### src/dual_encoder_speed_meter_top_macros.svh
// assertion helpers shared by the speed meter modules
`ifndef DUAL_ENCODER_SPEED_METER_TOP_MACROS_SVH
`define DUAL_ENCODER_SPEED_METER_TOP_MACROS_SVH

// consequent must hold in the same cycle as the antecedent
`define DESM_ASSERT_SAME(label, ante, cons, msg) \
  label: assert property (@(posedge clk) disable iff (!rst_n) (ante) |-> (cons)) \
    else $error(msg);

// consequent must hold in the cycle after the antecedent
`define DESM_ASSERT_NEXT(label, ante, cons, msg) \
  label: assert property (@(posedge clk) disable iff (!rst_n) (ante) |=> (cons)) \
    else $error(msg);

`endif

### src/desm_pkg.sv
package desm_pkg;

  // configuration register geometry
  localparam int CFG_W     = 12;
  localparam int CFG_IDX_W = 1;

  localparam logic [CFG_IDX_W-1:0] REG_CIRC = 1'b0;
  localparam logic [CFG_IDX_W-1:0] REG_PPR  = 1'b1;

  localparam logic [CFG_W-1:0] CIRC_RESET = 12'd210;
  localparam logic [CFG_W-1:0] PPR_RESET  = 12'd20;

  // request kinds carried in tuser
  localparam logic REQ_SAMPLE = 1'b0;
  localparam logic REQ_WINDOW = 1'b1;

  // speed result: 15-bit magnitude, saturating at 32767, then signed
  localparam int SPEED_W  = 16;
  localparam int QUO_BITS = 15;
  localparam int STEP_W   = $clog2(QUO_BITS);

  // scale by 1000 as (x << 10) - (x << 4) - (x << 3)
  localparam int SCALE_W   = 10;
  localparam int SCALE_SH0 = 10;
  localparam int SCALE_SH1 = 4;
  localparam int SCALE_SH2 = 3;

  // per-lane commands from the merge stage
  typedef struct packed {
    logic sample;
    logic window;
    logic ack;
  } lane_ctrl_t;

  // per-lane status back to the merge stage
  typedef struct packed {
    logic busy;
    logic done;
  } lane_stat_t;

endpackage

### src/dual_encoder_speed_meter_top.sv
// channel | dir | handshake            | payload
// in_     | in  | in_tvalid/in_tready  | tuser: req_type; tdata: enc_l, enc_r, cmd_l, cmd_r
// out_    | out | out_tvalid/out_tready| tdata: speed_left, speed_right
// cfg_    | in  | cfg_valid/cfg_ready  | cfg_index, cfg_data
// a sample transfer updates both edge counters at once
// a window transfer reaches the output register through product, x1000 scale,
// range check, then the restoring divider in each lane (skipped in a lane whose
// result is zero or saturated)
// input is held off while a lane computes or holds a result the output register cannot take
// reset (synchronous, rst_n low) clears counters, levels, registers to 210 / 20, output empty
module dual_encoder_speed_meter_top #(
  parameter int COUNT_BITS = 16
) (
  input  logic                                clk,
  input  logic                                rst_n,
  input  logic                                in_tvalid,
  output logic                                in_tready,
  input  logic [23:0]                         in_tdata,   // enc_left, enc_right, cmd_left, cmd_right, pad
  input  logic [0:0]                          in_tuser,   // req_type
  output logic                                out_tvalid,
  input  logic                                out_tready,
  output logic [31:0]                         out_tdata,  // speed_left, speed_right
  input  logic                                cfg_valid,
  output logic                                cfg_ready,
  input  logic [desm_pkg::CFG_IDX_W-1:0]      cfg_index,
  input  logic [desm_pkg::CFG_W-1:0]          cfg_data
);

  logic [desm_pkg::CFG_W-1:0]   circ_r, circ_nxt;
  logic [desm_pkg::CFG_W-1:0]   ppr_r, ppr_nxt;
  logic                         out_tvalid_r, out_tvalid_nxt;
  logic [31:0]                  out_tdata_r, out_tdata_nxt;
  logic                         in_xfer;
  logic                         load;
  desm_pkg::lane_ctrl_t         ctrl;
  desm_pkg::lane_stat_t         stat_l, stat_r;
  logic [desm_pkg::SPEED_W-1:0] speed_l, speed_r;

  // configuration writes
  assign cfg_ready = 1'b1;
  always_comb begin
    circ_nxt = circ_r;
    ppr_nxt  = ppr_r;
    if (cfg_valid) begin
      case (cfg_index)
        desm_pkg::REG_CIRC: circ_nxt = cfg_data;
        desm_pkg::REG_PPR:  ppr_nxt  = cfg_data;
        default: begin
        end
      endcase
    end
  end

  // input handshake and lane commands
  assign in_tready   = !stat_l.busy && !stat_l.done && !stat_r.busy && !stat_r.done;
  assign in_xfer     = in_tvalid && in_tready;
  assign load        = stat_l.done && stat_r.done && (!out_tvalid_r || out_tready);
  assign ctrl.sample = in_xfer && (in_tuser[0] == desm_pkg::REQ_SAMPLE);
  assign ctrl.window = in_xfer && (in_tuser[0] == desm_pkg::REQ_WINDOW);
  assign ctrl.ack    = load;

  desm_lane #(
    .COUNT_BITS (COUNT_BITS)
  ) u_lane_left (
    .clk     (clk),
    .rst_n   (rst_n),
    .ctrl    (ctrl),
    .level   (in_tdata[0]),
    .cmd_neg (in_tdata[9]),
    .circ    (circ_r),
    .ppr     (ppr_r),
    .stat    (stat_l),
    .speed   (speed_l)
  );

  desm_lane #(
    .COUNT_BITS (COUNT_BITS)
  ) u_lane_right (
    .clk     (clk),
    .rst_n   (rst_n),
    .ctrl    (ctrl),
    .level   (in_tdata[1]),
    .cmd_neg (in_tdata[17]),
    .circ    (circ_r),
    .ppr     (ppr_r),
    .stat    (stat_r),
    .speed   (speed_r)
  );

  // merge both lane results into the output register
  always_comb begin
    out_tvalid_nxt = out_tvalid_r;
    out_tdata_nxt  = out_tdata_r;
    if (out_tvalid_r && out_tready) begin
      out_tvalid_nxt = 1'b0;
    end
    if (load) begin
      out_tvalid_nxt = 1'b1;
      out_tdata_nxt  = {speed_r, speed_l};
    end
  end

  always_ff @(posedge clk) begin
    if (!rst_n) begin
      circ_r       <= desm_pkg::CIRC_RESET;
      ppr_r        <= desm_pkg::PPR_RESET;
      out_tvalid_r <= 1'b0;
    end else begin
      circ_r       <= circ_nxt;
      ppr_r        <= ppr_nxt;
      out_tvalid_r <= out_tvalid_nxt;
    end
  end

  always_ff @(posedge clk) begin
    out_tdata_r <= out_tdata_nxt;
  end

  assign out_tvalid = out_tvalid_r;
  assign out_tdata  = out_tdata_r;

`include "dual_encoder_speed_meter_top_macros.svh"

  `DESM_ASSERT_SAME(a_out_held, out_tvalid_r && !out_tready, !load, "output overwritten while stalled")
  `DESM_ASSERT_NEXT(a_window_starts, ctrl.window, stat_l.busy && stat_r.busy, "window transfer did not start both lanes")
  `DESM_ASSERT_NEXT(a_load_fills_out, load, out_tvalid, "merged result not presented")

endmodule

### src/desm_lane.sv
module desm_lane #(
  parameter int COUNT_BITS = 16
) (
  input  logic                            clk,
  input  logic                            rst_n,
  input  desm_pkg::lane_ctrl_t            ctrl,
  input  logic                            level,
  input  logic                            cmd_neg,
  input  logic [desm_pkg::CFG_W-1:0]      circ,
  input  logic [desm_pkg::CFG_W-1:0]      ppr,
  output desm_pkg::lane_stat_t            stat,
  output logic [desm_pkg::SPEED_W-1:0]    speed
);

  localparam int PROD_W = COUNT_BITS + desm_pkg::CFG_W;
  localparam int NUM_W  = PROD_W + desm_pkg::SCALE_W;
  localparam int DEN_W  = desm_pkg::CFG_W + 1;

  localparam logic [2:0] S_IDLE  = 3'd0;
  localparam logic [2:0] S_SCALE = 3'd1;
  localparam logic [2:0] S_CHECK = 3'd2;
  localparam logic [2:0] S_DIV   = 3'd3;
  localparam logic [2:0] S_DONE  = 3'd4;

  logic [2:0]                       state_r, state_nxt;
  logic                             last_r, last_nxt;
  logic [COUNT_BITS-1:0]            count_r, count_nxt;
  logic [PROD_W-1:0]                prod_r, prod_nxt;
  logic [NUM_W-1:0]                 rem_r, rem_nxt;
  logic [NUM_W-1:0]                 d_r, d_nxt;
  logic [DEN_W-1:0]                 den_r, den_nxt;
  logic [desm_pkg::QUO_BITS-1:0]    q_r, q_nxt;
  logic [desm_pkg::STEP_W-1:0]      step_r, step_nxt;
  logic                             neg_r, neg_nxt;
  logic [NUM_W-1:0]                 prod_ext;
  logic [NUM_W-1:0]                 den_ext;
  logic [desm_pkg::SPEED_W-1:0]     mag;

  assign prod_ext = NUM_W'(prod_r);
  assign den_ext  = NUM_W'(den_r);

  // edge counting, snapshot and the speed sequencer
  always_comb begin
    state_nxt = state_r;
    last_nxt  = last_r;
    count_nxt = count_r;
    prod_nxt  = prod_r;
    rem_nxt   = rem_r;
    d_nxt     = d_r;
    den_nxt   = den_r;
    q_nxt     = q_r;
    step_nxt  = step_r;
    neg_nxt   = neg_r;

    // any level change counts as one edge, wrapping
    if (ctrl.sample && (level != last_r)) begin
      count_nxt = count_r + COUNT_BITS'(1);
      last_nxt  = level;
    end

    case (state_r)
      S_IDLE: begin
        if (ctrl.window) begin
          prod_nxt  = PROD_W'(count_r) * PROD_W'(circ);
          den_nxt   = {ppr, 1'b0};
          neg_nxt   = cmd_neg;
          count_nxt = '0;
          state_nxt = S_SCALE;
        end
      end
      S_SCALE: begin
        rem_nxt   = (prod_ext << desm_pkg::SCALE_SH0) - (prod_ext << desm_pkg::SCALE_SH1)
                    - (prod_ext << desm_pkg::SCALE_SH2);
        state_nxt = S_CHECK;
      end
      S_CHECK: begin
        // zero numerator, saturation, or a real division
        if (rem_r == '0) begin
          q_nxt     = '0;
          state_nxt = S_DONE;
        end else if (rem_r >= (den_ext << desm_pkg::QUO_BITS)) begin
          q_nxt     = '1;
          state_nxt = S_DONE;
        end else begin
          d_nxt     = den_ext << (desm_pkg::QUO_BITS - 1);
          q_nxt     = '0;
          step_nxt  = '0;
          state_nxt = S_DIV;
        end
      end
      S_DIV: begin
        // one restoring quotient bit per cycle, msb first
        if (rem_r >= d_r) begin
          rem_nxt = rem_r - d_r;
          q_nxt   = {q_r[desm_pkg::QUO_BITS-2:0], 1'b1};
        end else begin
          q_nxt   = {q_r[desm_pkg::QUO_BITS-2:0], 1'b0};
        end
        d_nxt    = d_r >> 1;
        step_nxt = step_r + desm_pkg::STEP_W'(1);
        if (step_r == desm_pkg::STEP_W'(desm_pkg::QUO_BITS - 1)) begin
          state_nxt = S_DONE;
        end
      end
      S_DONE: begin
        if (ctrl.ack) begin
          state_nxt = S_IDLE;
        end
      end
      default: begin
        state_nxt = S_IDLE;
      end
    endcase
  end

  // control state
  always_ff @(posedge clk) begin
    if (!rst_n) begin
      state_r <= S_IDLE;
      last_r  <= 1'b0;
      count_r <= '0;
    end else begin
      state_r <= state_nxt;
      last_r  <= last_nxt;
      count_r <= count_nxt;
    end
  end

  // datapath registers
  always_ff @(posedge clk) begin
    prod_r <= prod_nxt;
    rem_r  <= rem_nxt;
    d_r    <= d_nxt;
    den_r  <= den_nxt;
    q_r    <= q_nxt;
    step_r <= step_nxt;
    neg_r  <= neg_nxt;
  end

  // signed result
  assign mag   = {1'b0, q_r};
  assign speed = neg_r ? (desm_pkg::SPEED_W'(0) - mag) : mag;

  assign stat.busy = (state_r != S_IDLE) && (state_r != S_DONE);
  assign stat.done = (state_r == S_DONE);

`include "dual_encoder_speed_meter_top_macros.svh"

  `DESM_ASSERT_SAME(a_window_from_idle, ctrl.window, state_r == S_IDLE, "window start while lane active")
  `DESM_ASSERT_SAME(a_div_rem_bound, state_r == S_DIV, {1'b0, rem_r} < {d_r, 1'b0}, "division remainder out of range")
  `DESM_ASSERT_NEXT(a_ack_releases, ctrl.ack, state_r == S_IDLE, "lane not released after ack")

endmodule
### config.mk
export PLATFORM = sky130hd
export DESIGN_NAME = dual_encoder_speed_meter_top
export DESIGN_NICKNAME = d
export VERILOG_FILES = /design/src/desm_pkg.sv /design/src/dual_encoder_speed_meter_top.sv /design/src/desm_lane.sv
export VERILOG_INCLUDE_DIRS = /design/src /design/src/src
export SDC_FILE = /design/constraint.sdc
export NUM_CORES = 2
export LEC_CHECK = 0
export BUFFER_PORTS_ARGS = -buffer_cell sky130_fd_sc_hd__buf_2
export CORE_MARGIN = 2
export CORE_UTILIZATION = 30
export DETAILED_ROUTE_END_ITERATION = 8
export GPL_TIMING_DRIVEN = 0
export PLACE_DENSITY_LB_ADDON = 0.15
export SKIP_CTS_REPAIR_TIMING = 1
export SYNTH_ARGS = -nofsm -noshare
export SYNTH_HDL_FRONTEND = slang
export SYNTH_HIERARCHICAL = 1
export SYNTH_SLANG_ARGS = --single-unit
export TNS_END_PERCENT = 50
### constraint.sdc
create_clock -name clk -period 10.8 [get_ports clk]
set_clock_uncertainty 0.05 [all_clocks]
set_input_delay 2.16 -clock clk [delete_from_list [all_inputs] [get_ports clk]]
set_output_delay 2.16 -clock clk [all_outputs]
set_load 0.02 [all_outputs]
==> results.sh <==
export IMPL_crit_path_end_kind="flip-flop"
export IMPL_max_slew_margin_rel_pct=9.36
export IMPL_area_growth_pct=11.3
export IMPL_ys_ff_latch=347
export IMPL_postLayoutSetupSlackWorst_ps=3600
export IMPL_reg2reg_slack_ps=3600
export IMPL_routabilityCongestion=0.837
export IMPL_rsz_0062_raised_after_global_routing="no"
export IMPL_timing_hold_violations_final=0
export IMPL_cp_arrival_ps=7440
export IMPL_wire_length_of_the_first_global_routing_pass_mm=152
export IMPL_detailed_place_hpwl_mm=76.3
export IMPL_critical_path_startpoint_type="flip-flop"
export IMPL_grt_max_degree=40
export IMPL_grt_antenna_before_repair=6
export IMPL_routed_wl_mm=94.9
export IMPL_antenna_left=0
export IMPL_irDropWorstVdd_mv=0.103
export IMPL_critical_path_required_ps=11030
export IMPL_setup_worst_path_class="flip-flop to flip-flop"
export IMPL_yosys_cell_types_count=98
export IMPL_multi_input_area_um2=22700
export IMPL_grt_total_usage_pct=16.0
export IMPL_num_nets_final=4547
export IMPL_path_max_fanout=15
export IMPL_hold_path_cell_count=0
export IMPL_finalMaxSlewViolations=0
export IMPL_post_synth_inst_count=3770
export IMPL_chipHeight_um=346
export IMPL_min_period_over_period_pct=66.7
export IMPL_global_route_overflow_total=0
export IMPL_detail_route_vias_per_cell=4.82
export IMPL_worstMarginPinSlew_ps=1350
export IMPL_synth_ff_type="sky130_fd_sc_hd__edfxtp_1"
export IMPL_critical_path_cell_with_the_highest_stage_delay="sky130_fd_sc_hd__dfxtp_1"
export IMPL_top_level_ports=78
export IMPL_crit_reg2reg_capture="u_lane_left/prod_r[25]"
export IMPL_drt_pre_antenna_iters=7
export IMPL_sum_of_negative_setup_slack_ps=0
export IMPL_rows=125
export IMPL_post_drt_wl_per_cell_um=17.4
export IMPL_floorplan_core_area_um2=116000
export IMPL_cp_buffers_inverters=4
export IMPL_crit_path_cell_trace="clkbuf_1 > nand2_1 > fa_1 > fa_1 > fa_1 > inv_1 > fa_1 > inv_1 > fa_1 > inv_1 > ha_1 > a21o_1 > a21oi_2 > o31ai_1 > a21oi_1 > o21ba_2 > o311ai_1 > o311ai_0"
export IMPL_vias=26224
export IMPL_setup_viol=0
export IMPL_cts_path_max_buffers=3
export IMPL_post_route_drc_count=0
export IMPL_cts_sinks=347
export IMPL_status="completed"
export IMPL_clock_buffer_count_from_cts=47
export IMPL_dieArea_um2=120000
export IMPL_drive_gt1_share_pct=5.49
export IMPL_postSynth_asyncResetShare_pct=0
export IMPL_yosysSeqAreaShare_pct=27.9
export IMPL_hold_path_startpoint="ppr_r[8]"
export IMPL_critical_path_reg2reg_startpoint="circ_r[5]"
export IMPL_syn_area_per_cell_um2=9.29
export IMPL_max_stage_delay_ps=950
export IMPL_timing_hold_worst_class="flip-flop to flip-flop"
export IMPL_initial_core_util_pct=30.2
export IMPL_synth_area_um2=35000
export IMPL_final_seq_area_um2=9770
export IMPL_final_hold_worst_slack_ps=419
export IMPL_first_global_vias=26701
export IMPL_io_buffer_count=56
export IMPL_leakage_nw=17.0
export IMPL_synth_edf_count=282
export IMPL_clk_root_buffer_cell="sky130_fd_sc_hd__clkbuf_16"
export IMPL_min_delay_worst_endpoint="u_lane_left/den_r[9]"
export IMPL_max_cap_violations=0
export IMPL_timing_critical_path_max_delay_family="adder cells"
export IMPL_r2r_worst_path_cells=18
export IMPL_critical_path_most_common_cell="sky130_fd_sc_hd__fa_1"
export IMPL_die_width_um=346
export IMPL_ctsHtreeMaxLevel=2
export IMPL_layout_filler_cells=12126
export IMPL_synth_nets=4437
export IMPL_post_place_ws_ps=3700
export IMPL_clk_insertion_delay_late_ps=630
export IMPL_detailedRoute_firstIterationViolations=1576
export IMPL_synth_warnings=6
export IMPL_power_per_cell_area_nw_per_um2=114
export IMPL_finalWorstPathRequiredPeriod_ps=7200
export IMPL_clock_slew_at_the_register_clock_pins_of_the_worst_setup_and_hold_paths_ps=70
export IMPL_tritoncts="built"
export IMPL_achievable_frequency_mhz=139
==> flip-flops by register name, summed over array words and instances, names as in the netlist, 3 cells and up <==
name                  count
u_lane_right/den_r       12
u_lane_right/d_r         27
u_lane_left/count_r      16
ppr_r                    12
u_lane_right/prod_r      28
u_lane_left/rem_r        38
u_lane_left/d_r          27
u_lane_right/state_r      3
u_lane_left/den_r        12
u_lane_left/state_r       3
u_lane_right/step_r       4
u_lane_right/count_r     16
u_lane_left/step_r        4
u_lane_right/q_r         15
out_tdata                32
u_lane_left/prod_r       28
u_lane_left/q_r          15
circ_r                   12
u_lane_right/rem_r       38
==> where the power goes <==
| group | internal, mW | switching, mW |
|---|---|---|
| clock | 0.994 | 0.659 |
| combinational | 0.439 | 0.742 |
| sequential | 1.55 | 0.0659 |
==> metrics by stage <==
step                utilization (%)  area, um^2  power, mW  cells
floorplan                         -       35000       2.45   3770
global placement               32.1       37200       2.81   5350
detailed placement             32.2       37400       2.82   5355
CTS                            33.6       39000       4.51   5442
global route                   33.6       39000       4.70   5442
finish                         33.6       39000       4.45   5445
==> cells by family (layout without fill, tap and decap cells) <==
logic type	after synthesis	after routing	synth area share, %
AO/OA/AOI/OAI	673	673	12.7
XOR/XNOR	218	218	5.45
adder cells (fa/ha/maj)	624	624	29.2
buffers and inverters	688	836	7.51
flip-flops	347	347	27.9
multiplexers	40	40	1.14
other	1	4	0.0107
AND/OR/NAND/NOR	1179	1179	16.1
==> synthesized netlist by cell type (10+ instances only) <==
library cell,number,area [um^2]
sky130_fd_sc_hd__edfxtp_1,282,8470
sky130_fd_sc_hd__nor4_1,27,169
sky130_fd_sc_hd__and2_1,153,957
sky130_fd_sc_hd__nor3_1,32,160
sky130_fd_sc_hd__a211o_1,10,87.6
sky130_fd_sc_hd__mux2i_1,40,400
sky130_fd_sc_hd__a21oi_1,181,906
sky130_fd_sc_hd__clkbuf_1,117,439
sky130_fd_sc_hd__a21o_1,80,601
sky130_fd_sc_hd__dfxtp_1,65,1300
sky130_fd_sc_hd__inv_1,546,2050
sky130_fd_sc_hd__fa_1,324,6490
sky130_fd_sc_hd__a211oi_1,20,150
sky130_fd_sc_hd__o31ai_1,16,120
sky130_fd_sc_hd__nand3b_1,13,97.6
sky130_fd_sc_hd__nand4_1,37,231
sky130_fd_sc_hd__o21ai_1,21,105
sky130_fd_sc_hd__o21a_1,35,263
sky130_fd_sc_hd__ha_1,300,3750
sky130_fd_sc_hd__nor2b_1,31,194
sky130_fd_sc_hd__o21bai_1,32,240
sky130_fd_sc_hd__or3_1,14,87.6
sky130_fd_sc_hd__o211ai_1,24,180
sky130_fd_sc_hd__nand2b_1,35,219
sky130_fd_sc_hd__o21ai_0,132,661
sky130_fd_sc_hd__nand3_1,61,305
sky130_fd_sc_hd__a31oi_1,23,144
sky130_fd_sc_hd__nor2_1,218,818
sky130_fd_sc_hd__nand2_1,481,1810
sky130_fd_sc_hd__and3_1,29,181
sky130_fd_sc_hd__xnor2_1,128,1120
sky130_fd_sc_hd__and4_1,10,87.6
sky130_fd_sc_hd__buf_2,16,80.1
sky130_fd_sc_hd__xor2_1,90,788
==> metal layers <==
layer / global-route usage (%) / share of wire [%] / vias to the layer above
met5: 0 / 0.027 / -
met3: 2.57 / 4.2 / 82
met4: 3.23 / 1.7 / 6
li1: - / - / 12819
met2: 25.3 / 44 / 397
met1: 23.1 / 50 / 12920
==> worst reg2reg max path: stages (launching register included) <==
cell	delay, ps
sky130_fd_sc_hd__dfxtp_1	950
sky130_fd_sc_hd__clkbuf_1	510
sky130_fd_sc_hd__nand2_1	190
sky130_fd_sc_hd__fa_1	600
sky130_fd_sc_hd__fa_1	440
sky130_fd_sc_hd__fa_1	500
sky130_fd_sc_hd__inv_1	60
sky130_fd_sc_hd__fa_1	530
sky130_fd_sc_hd__inv_1	50
sky130_fd_sc_hd__fa_1	530
sky130_fd_sc_hd__inv_1	40
sky130_fd_sc_hd__ha_1	340
sky130_fd_sc_hd__a21o_1	210
sky130_fd_sc_hd__a21oi_2	190
sky130_fd_sc_hd__o31ai_1	140
sky130_fd_sc_hd__a21oi_1	250
sky130_fd_sc_hd__o21ba_2	220
sky130_fd_sc_hd__o311ai_1	170
sky130_fd_sc_hd__o311ai_0	890
==> layout by cell type (no fill, tap or decap), types with 30 or more instances in the layout <==
cell type,n
sky130_fd_sc_hd__clkbuf_1,128
sky130_fd_sc_hd__nand2_1,481
sky130_fd_sc_hd__nor3_1,32
sky130_fd_sc_hd__nand4_1,37
sky130_fd_sc_hd__edfxtp_1,282
sky130_fd_sc_hd__o21bai_1,32
sky130_fd_sc_hd__a21oi_1,180
sky130_fd_sc_hd__o21ai_0,131
sky130_fd_sc_hd__fa_1,324
sky130_fd_sc_hd__nand3_1,61
sky130_fd_sc_hd__dfxtp_1,65
sky130_fd_sc_hd__nand2b_1,35
sky130_fd_sc_hd__inv_1,545
sky130_fd_sc_hd__buf_2,72
sky130_fd_sc_hd__ha_1,300
sky130_fd_sc_hd__xor2_1,90
sky130_fd_sc_hd__a21o_1,80
sky130_fd_sc_hd__nor2b_1,30
sky130_fd_sc_hd__xnor2_1,128
sky130_fd_sc_hd__nor2_1,216
sky130_fd_sc_hd__mux2i_1,40
sky130_fd_sc_hd__o21a_1,34
sky130_fd_sc_hd__clkbuf_16,48
sky130_fd_sc_hd__and2_1,153
==> layout make-up <==
| class | instances | share of cell area, % |
|---|---|---|
| Antenna cell | 3 | 0.0192 |
| Buffer | 142 | 1.49 |
| Clock buffer | 63 | 3.33 |
| Clock inverter | 24 | 0.844 |
| Inverter | 546 | 5.25 |
| Multi-Input combinational cell | 2735 | 58.2 |
| Sequential cell | 347 | 25.0 |
| Tap cell | 1524 | 4.89 |
| Timing Repair Buffer | 61 | 0.975 |
==> worst max path at each step <==
| stage | startpoint | end | slack (ps) | depth (start not counted) |
|---|---|---|---|---|
| floorplan | circ_r[3] | u_lane_right/prod_r[27] | 4900 | 20 |
| global placement | circ_r[4] | u_lane_right/prod_r[27] | 3720 | 20 |
| detailed placement | circ_r[5] | u_lane_left/prod_r[25] | 3700 | 18 |
| CTS | circ_r[5] | u_lane_right/prod_r[27] | 3650 | 20 |
| global route | circ_r[4] | u_lane_right/prod_r[27] | 3240 | 20 |
| finish | circ_r[5] | u_lane_left/prod_r[25] | 3600 | 18 |
Note: power is estimated with default switching activity, not from simulation.
